--- config.mk ---
export PLATFORM = sky130hd
export DESIGN_NAME = humidity_sensor_pulse_decoder_flat
export DESIGN_NICKNAME = d
export VERILOG_FILES = /design/src/sv/hspd_pkg.sv /design/src/sv/hspd_if.sv /design/src/sv/humidity_sensor_pulse_decoder.sv /design/src/flat_wrapper.sv
export SDC_FILE = /design/constraint.sdc
export NUM_CORES = 1
export LEC_CHECK = 0
export BUFFER_PORTS_ARGS = -buffer_cell sky130_fd_sc_hd__buf_4
export CAP_MARGIN = 20
export CORE_AREA = 5 5 98 146
export DETAILED_ROUTE_END_ITERATION = 12
export DIE_AREA = 0 0 103 151
export PLACE_DENSITY = 0.79
export SYNTH_ARGS = -nofsm -noshare
export SYNTH_HDL_FRONTEND = slang
export SYNTH_SLANG_ARGS = --single-unit
--- constraint.sdc ---
create_clock -name clk -period 7.4 [get_ports clk]
set_input_delay 1.11 -clock clk [delete_from_list [all_inputs] [get_ports clk]]
set_output_delay 1.11 -clock clk [all_outputs]
set_load 0.005 [all_outputs]
--- src/sv/hspd_pkg.sv ---
// ----------------------------------------------------------------------------
// Humidity sensor pulse decoder package
// Shared widths, register indexes, status codes and reset values.
// ----------------------------------------------------------------------------
package hspd_pkg;

  localparam int unsigned DEFAULT_EDGE_LIMIT = 85;
  localparam int unsigned EDGE_W             = 7;
  localparam int unsigned RUN_W              = 8;
  localparam int unsigned BITCNT_W           = 6;
  localparam int unsigned CFG_DATA_W         = 8;
  localparam int unsigned CFG_IDX_W          = 2;
  localparam int unsigned STATUS_W           = 2;
  localparam int unsigned VALUE_W            = 16;
  localparam int unsigned FRAME_BYTES        = 5;
  localparam int unsigned FRAME_BITS         = 40;
  localparam int unsigned FIRST_DATA_EDGE    = 4;

  localparam logic [RUN_W-1:0] RUN_MAX           = 8'hFF;
  localparam logic [7:0]       THRESHOLD_RESET   = 8'd16;
  localparam logic [7:0]       TIMEOUT_RESET     = 8'd255;
  localparam logic [7:0]       MAG_MASK          = 8'h7F;

  typedef logic [7:0] byte_t;

  typedef enum logic [CFG_IDX_W-1:0] {
    CFG_ONE_THRESHOLD = 2'd0,
    CFG_TIMEOUT_COUNT = 2'd1,
    CFG_SENSOR_MODEL  = 2'd2
  } cfg_idx_t;

  typedef enum logic [STATUS_W-1:0] {
    STATUS_GOOD      = 2'd0,
    STATUS_BAD_SUM   = 2'd1,
    STATUS_SHORT     = 2'd2
  } status_t;

  typedef enum logic {
    MODEL_DHT22 = 1'b0,
    MODEL_DHT11 = 1'b1
  } model_t;

  typedef enum logic {
    KIND_SAMPLE = 1'b0,
    KIND_START  = 1'b1
  } kind_t;

endpackage

--- src/sv/hspd_if.sv ---
// ----------------------------------------------------------------------------
// Humidity sensor pulse decoder channels
// Valid/ready channels for input items and for decoded frame results.
// ----------------------------------------------------------------------------
interface hspd_in_if;
  logic valid;
  logic ready;
  logic kind;
  logic pin_level;

  modport source (output valid, output kind, output pin_level, input ready);
  modport sink (input valid, input kind, input pin_level, output ready);
endinterface

interface hspd_out_if;
  logic        valid;
  logic        ready;
  logic [1:0]  status;
  logic [15:0] humidity;
  logic signed [15:0] temperature;
  logic [5:0]  bits_received;
  logic        timed_out;

  modport source (output valid, output status, output humidity, output temperature,
                  output bits_received, output timed_out, input ready);
  modport sink (input valid, input status, input humidity, input temperature,
                input bits_received, input timed_out, output ready);
endinterface

--- src/sv/humidity_sensor_pulse_decoder.sv ---
// ----------------------------------------------------------------------------
// Humidity sensor pulse decoder
// Decodes single-wire temperature and humidity sensor frames from pin samples.
// ----------------------------------------------------------------------------
// One beat is taken in every cycle: each beat goes into an input register and
// is then decoded by the run counter, change counter and bit shifter, whose
// result beat lands in an output register, from which the result beat of a
// frame is offered. The input is held off only while a result beat waits
// for the receiver. A start beat clears the frame; sample beats are counted
// into runs, and every other change from the fifth on shifts in one data bit,
// up to FRAME_BITS bits. A frame ends with one result beat when a run reaches
// timeout_count or EDGE_LIMIT changes have been seen; the result carries the
// status (good, bad checksum or short) and the humidity and temperature in
// tenths (DHT22) or whole units (DHT11).
// Configuration is written through cfg_we, cfg_index and cfg_wdata.
module humidity_sensor_pulse_decoder #(
  parameter int unsigned EDGE_LIMIT = hspd_pkg::DEFAULT_EDGE_LIMIT
) (
  input  logic                                clk,
  input  logic                                rst_n,
  hspd_in_if.sink                             in_ch,
  hspd_out_if.source                          out_ch,
  input  logic                                cfg_we,
  input  logic [hspd_pkg::CFG_IDX_W-1:0]      cfg_index,
  input  logic [hspd_pkg::CFG_DATA_W-1:0]     cfg_wdata
);
  import hspd_pkg::*;

  localparam logic [EDGE_W-1:0] EdgeLim = EDGE_W'(EDGE_LIMIT);

  logic [7:0] threshold_r;
  logic [7:0] timeout_r;
  logic       model_r;

  logic in_v_r;
  logic in_kind_r;
  logic in_level_r;

  logic                frame_active_r, frame_active_nxt;
  logic                last_level_r, last_level_nxt;
  logic [RUN_W-1:0]    run_r, run_nxt;
  logic [EDGE_W-1:0]   edge_r, edge_nxt;
  logic [BITCNT_W-1:0] bitcnt_r, bitcnt_nxt;
  byte_t               bytes_r [FRAME_BYTES];
  byte_t               bytes_nxt [FRAME_BYTES];

  logic                emit;
  logic                by_timeout;
  logic                adv;
  logic                take_bit;
  logic                new_bit;
  logic [2:0]          slot;
  byte_t               sum;
  status_t             status_nxt;
  logic [VALUE_W-1:0]  hum_nxt;
  logic [VALUE_W-1:0]  mag;
  logic                neg;

  logic                out_v_r;
  logic [STATUS_W-1:0] status_r;
  logic [VALUE_W-1:0]  hum_r;
  logic [VALUE_W-1:0]  temp_r;
  logic [BITCNT_W-1:0] bits_r;
  logic                tout_r;

  assign adv         = !out_v_r || out_ch.ready;
  assign in_ch.ready = !in_v_r || adv;

  always_ff @(posedge clk) begin
    if (!rst_n) begin
      threshold_r <= THRESHOLD_RESET;
      timeout_r   <= TIMEOUT_RESET;
      model_r     <= MODEL_DHT22;
    end else if (cfg_we) begin
      case (cfg_idx_t'(cfg_index))
        CFG_ONE_THRESHOLD: threshold_r <= cfg_wdata;
        CFG_TIMEOUT_COUNT: timeout_r   <= cfg_wdata;
        CFG_SENSOR_MODEL:  model_r     <= cfg_wdata[0];
        default: ;
      endcase
    end
  end

  always_ff @(posedge clk) begin
    if (!rst_n) begin
      in_v_r <= 1'b0;
    end else if (in_ch.ready) begin
      in_v_r <= in_ch.valid;
    end
  end

  always_ff @(posedge clk) begin
    if (in_ch.ready && in_ch.valid) begin
      in_kind_r  <= in_ch.kind;
      in_level_r <= in_ch.pin_level;
    end
  end

  assign slot     = bitcnt_r[5:3];
  assign new_bit  = run_r > threshold_r;
  assign take_bit = (edge_r >= EDGE_W'(FIRST_DATA_EDGE)) && !edge_r[0]
                    && (bitcnt_r < BITCNT_W'(FRAME_BITS));

  always_comb begin
    frame_active_nxt = frame_active_r;
    last_level_nxt   = last_level_r;
    run_nxt          = run_r;
    edge_nxt         = edge_r;
    bitcnt_nxt       = bitcnt_r;
    emit             = 1'b0;
    by_timeout       = 1'b0;
    for (int i = 0; i < FRAME_BYTES; i++) begin
      bytes_nxt[i] = bytes_r[i];
    end
    if (in_kind_r == KIND_START) begin
      frame_active_nxt = 1'b1;
      last_level_nxt   = 1'b1;
      run_nxt          = '0;
      edge_nxt         = '0;
      bitcnt_nxt       = '0;
      for (int i = 0; i < FRAME_BYTES; i++) begin
        bytes_nxt[i] = '0;
      end
    end else if (frame_active_r) begin
      if (in_level_r == last_level_r) begin
        if (run_r != RUN_MAX) begin
          run_nxt = run_r + RUN_W'(1);
        end
        if (run_nxt >= timeout_r) begin
          emit       = 1'b1;
          by_timeout = 1'b1;
        end
      end else begin
        last_level_nxt = in_level_r;
        if (take_bit) begin
          for (int i = 0; i < FRAME_BYTES; i++) begin
            if (slot == 3'(i)) begin
              bytes_nxt[i] = {bytes_r[i][6:0], new_bit};
            end
          end
          bitcnt_nxt = bitcnt_r + BITCNT_W'(1);
        end
        run_nxt  = '0;
        edge_nxt = edge_r + EDGE_W'(1);
        if (edge_nxt >= EdgeLim) begin
          emit = 1'b1;
        end
      end
      if (emit) begin
        frame_active_nxt = 1'b0;
      end
    end
  end

  always_comb begin
    sum     = bytes_nxt[0] + bytes_nxt[1] + bytes_nxt[2] + bytes_nxt[3];
    hum_nxt = '0;
    mag     = '0;
    neg     = 1'b0;
    if (bitcnt_nxt < BITCNT_W'(FRAME_BITS)) begin
      status_nxt = STATUS_SHORT;
    end else if (sum != bytes_nxt[4]) begin
      status_nxt = STATUS_BAD_SUM;
    end else begin
      status_nxt = STATUS_GOOD;
      if (model_r == MODEL_DHT22) begin
        hum_nxt = {bytes_nxt[0], bytes_nxt[1]};
        mag     = {bytes_nxt[2] & MAG_MASK, bytes_nxt[3]};
        neg     = bytes_nxt[2][7];
      end else begin
        hum_nxt = {8'd0, bytes_nxt[0]};
        if (bytes_nxt[3][7]) begin
          mag = {8'd0, bytes_nxt[3] & MAG_MASK};
          neg = 1'b1;
        end else begin
          mag = {8'd0, bytes_nxt[2]};
        end
      end
    end
  end

  always_ff @(posedge clk) begin
    if (!rst_n) begin
      frame_active_r <= 1'b0;
      last_level_r   <= 1'b1;
      run_r          <= '0;
      edge_r         <= '0;
      bitcnt_r       <= '0;
      for (int i = 0; i < FRAME_BYTES; i++) begin
        bytes_r[i] <= '0;
      end
    end else if (in_v_r && adv) begin
      frame_active_r <= frame_active_nxt;
      last_level_r   <= last_level_nxt;
      run_r          <= run_nxt;
      edge_r         <= edge_nxt;
      bitcnt_r       <= bitcnt_nxt;
      for (int i = 0; i < FRAME_BYTES; i++) begin
        bytes_r[i] <= bytes_nxt[i];
      end
    end
  end

  always_ff @(posedge clk) begin
    if (!rst_n) begin
      out_v_r <= 1'b0;
    end else if (adv) begin
      out_v_r <= in_v_r && emit;
    end
  end

  always_ff @(posedge clk) begin
    if (adv && in_v_r && emit) begin
      status_r <= status_nxt;
      hum_r    <= hum_nxt;
      temp_r   <= neg ? (VALUE_W'(0) - mag) : mag;
      bits_r   <= bitcnt_nxt;
      tout_r   <= by_timeout;
    end
  end

  assign out_ch.valid         = out_v_r;
  assign out_ch.status        = status_r;
  assign out_ch.humidity      = hum_r;
  assign out_ch.temperature   = temp_r;
  assign out_ch.bits_received = bits_r;
  assign out_ch.timed_out     = tout_r;

endmodule

--- src/flat_wrapper.sv ---
// flat-port wrapper written by rule: the top's interface ports become plain ports
module humidity_sensor_pulse_decoder_flat import hspd_pkg::*;
#(
  parameter int unsigned EDGE_LIMIT = hspd_pkg::DEFAULT_EDGE_LIMIT
)
  (clk, rst_n, cfg_we, cfg_index, cfg_wdata, in_ch_valid, in_ch_kind, in_ch_pin_level, in_ch_ready, out_ch_valid, out_ch_status, out_ch_humidity, out_ch_temperature, out_ch_bits_received, out_ch_timed_out, out_ch_ready);
  hspd_in_if in_ch_i ();
  hspd_out_if out_ch_i ();
  input  logic clk;
  input  logic rst_n;
  input  logic cfg_we;
  input  logic [hspd_pkg::CFG_IDX_W-1:0] cfg_index;
  input  logic [hspd_pkg::CFG_DATA_W-1:0] cfg_wdata;
  input wire logic [$bits(in_ch_i.valid)-1:0] in_ch_valid;
  input wire logic [$bits(in_ch_i.kind)-1:0] in_ch_kind;
  input wire logic [$bits(in_ch_i.pin_level)-1:0] in_ch_pin_level;
  output wire logic [$bits(in_ch_i.ready)-1:0] in_ch_ready;
  output wire logic [$bits(out_ch_i.valid)-1:0] out_ch_valid;
  output wire logic [$bits(out_ch_i.status)-1:0] out_ch_status;
  output wire logic [$bits(out_ch_i.humidity)-1:0] out_ch_humidity;
  output wire logic [$bits(out_ch_i.temperature)-1:0] out_ch_temperature;
  output wire logic [$bits(out_ch_i.bits_received)-1:0] out_ch_bits_received;
  output wire logic [$bits(out_ch_i.timed_out)-1:0] out_ch_timed_out;
  input wire logic [$bits(out_ch_i.ready)-1:0] out_ch_ready;
  assign in_ch_i.valid = in_ch_valid;
  assign in_ch_i.kind = in_ch_kind;
  assign in_ch_i.pin_level = in_ch_pin_level;
  assign in_ch_ready = in_ch_i.ready;
  assign out_ch_valid = out_ch_i.valid;
  assign out_ch_status = out_ch_i.status;
  assign out_ch_humidity = out_ch_i.humidity;
  assign out_ch_temperature = out_ch_i.temperature;
  assign out_ch_bits_received = out_ch_i.bits_received;
  assign out_ch_timed_out = out_ch_i.timed_out;
  assign out_ch_i.ready = out_ch_ready;
  humidity_sensor_pulse_decoder #(.EDGE_LIMIT(EDGE_LIMIT)) u_core (.clk(clk), .rst_n(rst_n), .in_ch(in_ch_i), .out_ch(out_ch_i), .cfg_we(cfg_we), .cfg_index(cfg_index), .cfg_wdata(cfg_wdata));
endmodule
==> run_results.csv, run 1 <==
group,metric,value,unit
synth,yosysTopAreaCell,"edfxtp_1",
detailed_routing,viasPerCell,6.29,
synth,syn_area_per_cell,9.47,um^2
grt,grt_overflow,0,
worst_setup_path,rrSetupSlack,0.26,ns
clocking,cts_root_buf,"clkbuf_16",
clocking,clk_pin_slew_worst_paths,0.06,ns
synth,synth_area,7730,um^2
grt,grt_usage,25.2,%
detailed_routing,drt-met1-wl,7060,um
synth,synth_area_leaders,"edfxtp_1 32%, dfxtp_1 11%, ha_1 4.9%, nor2_1 4.2%, mux2i_1 4.1%",
grt,grt_max_degree,54,
worst_hold_path,hold_path.startpoint,"u_core.timeout_r[0]$_SDFFE_PN1P_",
detailed_routing,drt.antenna.violating_nets,0,
worst_setup_path,arrival,7.32,ns
detailed_routing,route.detailed.drc,0,
detailed_routing,highest_layer,"met4",
floorplan,fp.dieW,103,um
detailed_routing,dr.pass1.iters,7,
timing,worst_slack,0.256,ns
floorplan,initial_core_util,59.9,%
clocking,numCtsBuffers,17,
grt,grt_pass1_wl,31100,um
placed_design,place_congestion,0.930,
timing,finClkSkew,0.0111,ns
synth,synth-edff-count,83,
worst_setup_path,critPathLaunch,"u_core.edge_r[4]$_SDFFE_PN0P_",
worst_setup_path,path_class,"reg -> reg",
worst_setup_path,r2r-start,"u_core.edge_r[4]$_SDFFE_PN0P_",
pwr,p_per_area,211,nW/um^2
synth,syn_nets,877,
synth,syn-instance-count,816,
floorplan,core,12900,um^2
synth,ys.warnings.count,0,
worst_hold_path,min_path_type,"reg -> reg",
placed_design,place.port_buffers,59,
worst_setup_path,worstSetupStartpointType,"flip-flop",
clocking,clock_latency,0.42,ns
finish,final_common_cell,"nor2_1",
detailed_routing,wl_met2,9900,um
detailed_routing,drtIter0Drc,568,
clocking,post-cts-setup-buffer-count,0,
placed_design,postPlaceCellArea,8280,um^2
finish,synthToLayoutAreaGrowth,15.5,%
synth,synthArstFlopShare,0,%
worst_setup_path,slowest_delay,0.61,ns
timing,final-hold-violation-count,0,
timing,setup_viol,0,
detailed_routing,vias,6500,
floorplan,die_h,151,um
synth,ys_types,66,
placed_design,dp_hpwl,13500,um
detailed_routing,drt-total-wl,19000,um
synth,synth_top_area_share,32.3,%
clocking,cts_max_level,4,
run,max_cap_violations,0,
grt,first_global_vias,6438,
timing,max_freq,140,MHz
clocking,clockBufferDepth,2,
clocking,cts_tree,"done",
finish,antennaDiodeCount,0,
finish,final_area,8920,um^2
run_status,status,"finished, final reports clean",
timing,maxSlewHeadroom,27.1,%
timing,tightest_slew,1.07,ns
detailed_routing,wl_per_cell,18.4,um
worst_setup_path,cp-end-kind,"flip-flop",
worst_setup_path,worstPathMaxFanout,12,
detailed_routing,met3_length,1080,um
clocking,clock_sinks,125,
worst_setup_path,critPathMostFrequentCell,"fa_1",
grt,grt_antenna_before_repair,0,
floorplan,io_pins,60,
synth,ys_seq_area_share,43.1,%
synth,synth-main-ff-cell,"edfxtp_1",
timing,min_period,7.14,ns
pwr,power.leakage,3.33,nW
synth,ys_seq_elements,125,
worst_setup_path,cp_slowest_cell,"or4_4",
finish,fin_nets,923,
worst_setup_path,crit_chain,"or4_4 > o211a_1 > nand2_2 > mux2i_1 > nor2_1 > fa_1 > fa_1 > ha_1 > fa_1 > nor4bb_1 > a31oi_1 > o21ai_0 > a211o_1 > o2111ai_1 > nand4b_1 > or4b_4 > or2_2 > ha_1 > nand2b_1 > or4_1 > o31ai_1 > a32o_1",
finish,final_cell_mix,"86 x nor2_1, 83 x edfxtp_1, 71 x buf_4",
finish,drive_gt1_share,14.3,%
worst_setup_path,critical_path_required,7.58,ns
timing,slew_violations,0,
placed_design,place_ws,0.172,ns
pwr,irDropWorstVdd,0.155,mV
floorplan,dieArea,15600,um^2
floorplan,rows,51,
timing,fin_crit_sh,96.5,%
## cell type report
class                           instances  area, um^2
Sequential cell                       125        3330
Clock inverter                         15         196
Fill cell                             968        3970
Inverter                               33         124
Clock buffer                           17         425
Timing Repair Buffer                   71         533
Multi-Input combinational cell        614        4110
Tap cell                              159         199
## worst paths after layout
kind	to	cells after the start
worst max-delay path	u_core.out_ch.temperature[14]$_DFFE_PP_	22
worst min-delay path	u_core.timeout_r[0]$_SDFFE_PN1P_	2
worst max register to register	u_core.out_ch.temperature[14]$_DFFE_PP_	22
worst min register to register	u_core.timeout_r[0]$_SDFFE_PN1P_	2
## cell usage after synthesis, types with 3 or more instances
| library cell | number |
|---|---|
| a21boi_0 | 7 |
| nor3_1 | 51 |
| a21o_1 | 8 |
| nand3_1 | 16 |
| nor2b_1 | 33 |
| dfxtp_1 | 42 |
| edfxtp_1 | 83 |
| o211ai_1 | 10 |
| nand2_1 | 70 |
| buf_1 | 3 |
| or2_2 | 4 |
| clkbuf_1 | 34 |
| nand4_1 | 10 |
| o31ai_1 | 8 |
| a22oi_1 | 8 |
| nor2_1 | 86 |
| mux2_2 | 6 |
| and3_1 | 6 |
| or4_1 | 3 |
| inv_1 | 33 |
| o21ai_0 | 36 |
| and2_1 | 13 |
| ha_1 | 30 |
| a211oi_1 | 3 |
| fa_1 | 14 |
| a21oi_1 | 57 |
| a31oi_1 | 16 |
| xor2_1 | 7 |
| nand2b_1 | 11 |
| nor3b_1 | 6 |
| buf_2 | 6 |
| xnor2_1 | 21 |
| mux2i_1 | 32 |
| a2111oi_0 | 3 |
## per-stage QoR
| step | utilization [%] | power [mW] | instances | hold slack [ns] | TNS (ns) |
|---|---|---|---|---|---|
| global route | 69.2 | 1.93 | 1034 | 0.517 | -0.00141 |
| global placement | 64.2 | 0.997 | 1001 | 0.482 | 0 |
| finish | 69.2 | 1.88 | 1034 | 0.499 | 0 |
| CTS | 69.1 | 1.88 | 1034 | 0.506 | 0 |
| floorplan | - | 0.948 | 816 | 0.468 | 0 |
| detailed placement | 64.3 | 1.01 | 1002 | 0.492 | 0 |
## logic make-up after synthesis
logic type / after synthesis / share of synthesized area, %
AO/OA/AOI/OAI: 176 / 14.5
buffers and inverters: 77 / 3.93
AND/OR/NAND/NOR: 324 / 20.8
flip-flops: 125 / 43.1
XOR/XNOR: 31 / 3.97
adder cells (fa/ha/maj): 44 / 8.48
multiplexers: 39 / 5.21
## metal layers
metal | GRT usage (%) | up-vias
met5 | 0 | -
met4 | 11.7 | 0
met3 | 4.84 | 84
met2 | 45.0 | 297
met1 | 28.4 | 3084
li1 | - | 3035
## power by group
part	internal [mW]	switching [mW]
Clock	0.562	0.317
Sequential	0.760	0.0131
Combinational	0.0879	0.138
## critical path: cells and delay by family (launching register included)
kind / cells / cell delay, ns
AO/OA/AOI/OAI: 7 / 1.25
adder cells (fa/ha/maj): 5 / 2.06
flip-flops: 1 / 0.41
multiplexers: 1 / 0.35
AND/OR/NAND/NOR: 9 / 2.83
## state kept, by name, summed over array words and instances (netlist names), 2 cells and up
signal / cells
u_core.edge_r: 7
u_core.out_ch.temperature: 16
u_core.out_ch.humidity: 16
u_core.out_ch.status: 2
u_core.out_ch.bits_received: 6
u_core.bitcnt_r: 6
u_core.timeout_r: 8
u_core.threshold_r: 8
u_core.bytes_r: 40
u_core.run_r: 8
## repair_timing
action | 4_1_cts | 5_1_grt
hold buffers | 0 | 0
endpoints found under the setup margin | 0 | 5
resized for setup | 0 | 4
(Power assumes the default switching activity.)
==> run 2: changes to the inputs <==
REMOVE_ABC_BUFFERS = 1   (was default)
==> run 2 against run 1 <==
Compared with the run above: critical path depth rose by 3; sequential share of layout area rose by 0.068 points; critical endpoint unchanged; count of clock-buffer cells in the layout did not move; combinational power barely moved; cell area fell by 0.18%; core utilization fell by 0.13 points.
==> run_results.csv, run 2 (same netlist as run 1, synthesis figures left out) <==
group,metric,value,unit
finish,final_area,8910,um^2
pwr,power.leakage,3.33,nW
finish,final_util,69.1,%
clocking,cts_root_buf,"clkbuf_16",
pwr,switchingPower,0.485,mW
clocking,numCtsBuffers,17,
worst_setup_path,cp_top_family,"simple AND/OR/NAND/NOR gates",
grt,grt_overflow,0,
timing,min_period,7.01,ns
detailed_routing,route.detailed.drc,0,
grt,grt_usage,25.6,%
pwr,power_switching_share,26.4,%
worst_hold_path,hold_path.startpoint,"u_core.timeout_r[0]$_SDFFE_PN1P_",
clocking,ctsHoldBuffers,0,
timing,setup_viol,0,
detailed_routing,drt-met1-wl,6800,um
finish,synthToLayoutAreaGrowth,15.3,%
grt,grt_antenna_before_repair,0,
pwr,p_int,1.35,mW
floorplan,die_h,151,um
floorplan,io_pins,60,
floorplan,core,12900,um^2
placed_design,place.port_buffers,59,
timing,holdWs,0.500,ns
detailed_routing,vias,6510,
pwr,p_clk_share,45.4,%
detailed_routing,dr.pass1.iters,7,
finish,fillCellCount,1008,
finish,drive_gt1_share,14.5,%
clocking,clock_latency,0.42,ns
timing,finClkSkew,0.0105,ns
placed_design,dp_hpwl,13600,um
clocking,cts_tree,"done",
worst_setup_path,worstSetupStartpointType,"flip-flop",
grt,grt_pass1_wl,31000,um
detailed_routing,wl_met2,10100,um
pwr,seqPwrFrac,42.2,%
run_status,status,"finished, final reports clean",
finish,final_cell_mix,"86 x nor2_1, 83 x edfxtp_1, 72 x buf_4",
clocking,clockBufferDepth,2,
pwr,irDropWorstVdd,0.187,mV
detailed_routing,viasPerCell,6.29,
placed_design,place_congestion,0.970,
timing,rsz0062_at_grt,"false",
worst_setup_path,r2r-start,"u_core.run_r[7]$_SDFFE_PN0P_",
floorplan,fp.dieW,103,um
clocking,cts_max_level,4,
timing,final-hold-violation-count,0,
timing,slew_violations,0,
clocking,clk_pin_slew_worst_paths,0.06,ns
detailed_routing,met3_length,1230,um
detailed_routing,drt.antenna.violating_nets,0,
grt,first_global_vias,6513,
finish,largest_reg_flops,40,
detailed_routing,drtIter0Drc,428,
worst_setup_path,critPathLaunch,"u_core.run_r[7]$_SDFFE_PN0P_",
floorplan,rows,51,
finish,top_register,"u_core.bytes_r",
detailed_routing,drt-total-wl,19200,um
grt,grt_max_degree,54,
clocking,clock_sinks,125,
placed_design,place_ws,0.354,ns
finish,final_common_cell,"nor2_1",
floorplan,dieArea,15600,um^2
finish,fin_nets,924,
worst_setup_path,critical_path_required,7.58,ns
timing,maxSlewHeadroom,29.4,%
detailed_routing,wl_per_cell,18.6,um
worst_setup_path,slowest_delay,0.63,ns
worst_hold_path,min_path_type,"reg -> reg",
timing,fin_crit_sh,94.8,%
timing,worst_slack,0.388,ns
worst_setup_path,cp_slowest_cell,"fa_1",
worst_setup_path,critical_path_buf_inv_count,1,
pwr,finalPower,1.83,mW
placed_design,postPlaceCellArea,8270,um^2
worst_setup_path,arrival,7.19,ns
finish,antennaDiodeCount,0,
pwr,p_per_area,206,nW/um^2
worst_setup_path,worstPathMaxFanout,7,
timing,max_freq,143,MHz
floorplan,initial_core_util,59.9,%
worst_setup_path,path_class,"reg -> reg",
detailed_routing,highest_layer,"met4",
timing,tightest_slew,1.06,ns
worst_setup_path,cp-end-kind,"flip-flop",
run,max_cap_violations,0,
pwr,pwr-share-comb,12.4,%
run 2: power groups by stage:
stage          combinational (mW)  clock (mW)  sequential, mW
2_1_floorplan               0.150           0           0.792
3_3_place_gp                0.215           0           0.786
3_5_place_dp                0.222           0           0.787
4_1_cts                     0.224       0.839           0.772
5_1_grt                     0.250       0.874           0.774
6_report                    0.228       0.833           0.773
run 2: metal layers:
metal / up-vias / track usage, %
met5: - / 0
met4: 0 / 15.7
met3: 80 / 4.29
met2: 322 / 46.4
met1: 3066 / 26.8
li1: 3042 / -
run 2: final timing paths:
path	cells past startpoint	to	slack [ns]
max	25	u_core.out_ch.temperature[14]$_DFFE_PP_	0.39
min	2	u_core.timeout_r[0]$_SDFFE_PN1P_	0.50
max reg2reg	25	u_core.out_ch.temperature[14]$_DFFE_PP_	0.39
min reg2reg	2	u_core.timeout_r[0]$_SDFFE_PN1P_	0.50
run 2: tightest hold or removal path: stages (launching register included):
cell	delay (ns)
dfxtp_1	0.31
inv_1	0.05
o211ai_1	0.08
run 2: what timing repair did:
action                     in CTS  in global routing
gates resized for setup         0                  6
setup buffers                   0                  3
setup endpoints to repair       0                  5
run 2: layout make-up:
cell class,instances,area (um^2),area share (%)
timing repair buffer,72,541,6.07
sequential,125,3330,37.4
clock buffer,17,425,4.78
multi-input combinational,614,4120,46.3
inverter,33,124,1.39
tap,159,199,2.23
clock inverter,15,164,1.84
run 2: through the flow:
stage	TNS, ns	instances
6_report	0	1035
5_1_grt	0	1035
2_1_floorplan	-0.0239	772
3_5_place_dp	0	1000
3_3_place_gp	0	1000
4_1_cts	0	1032
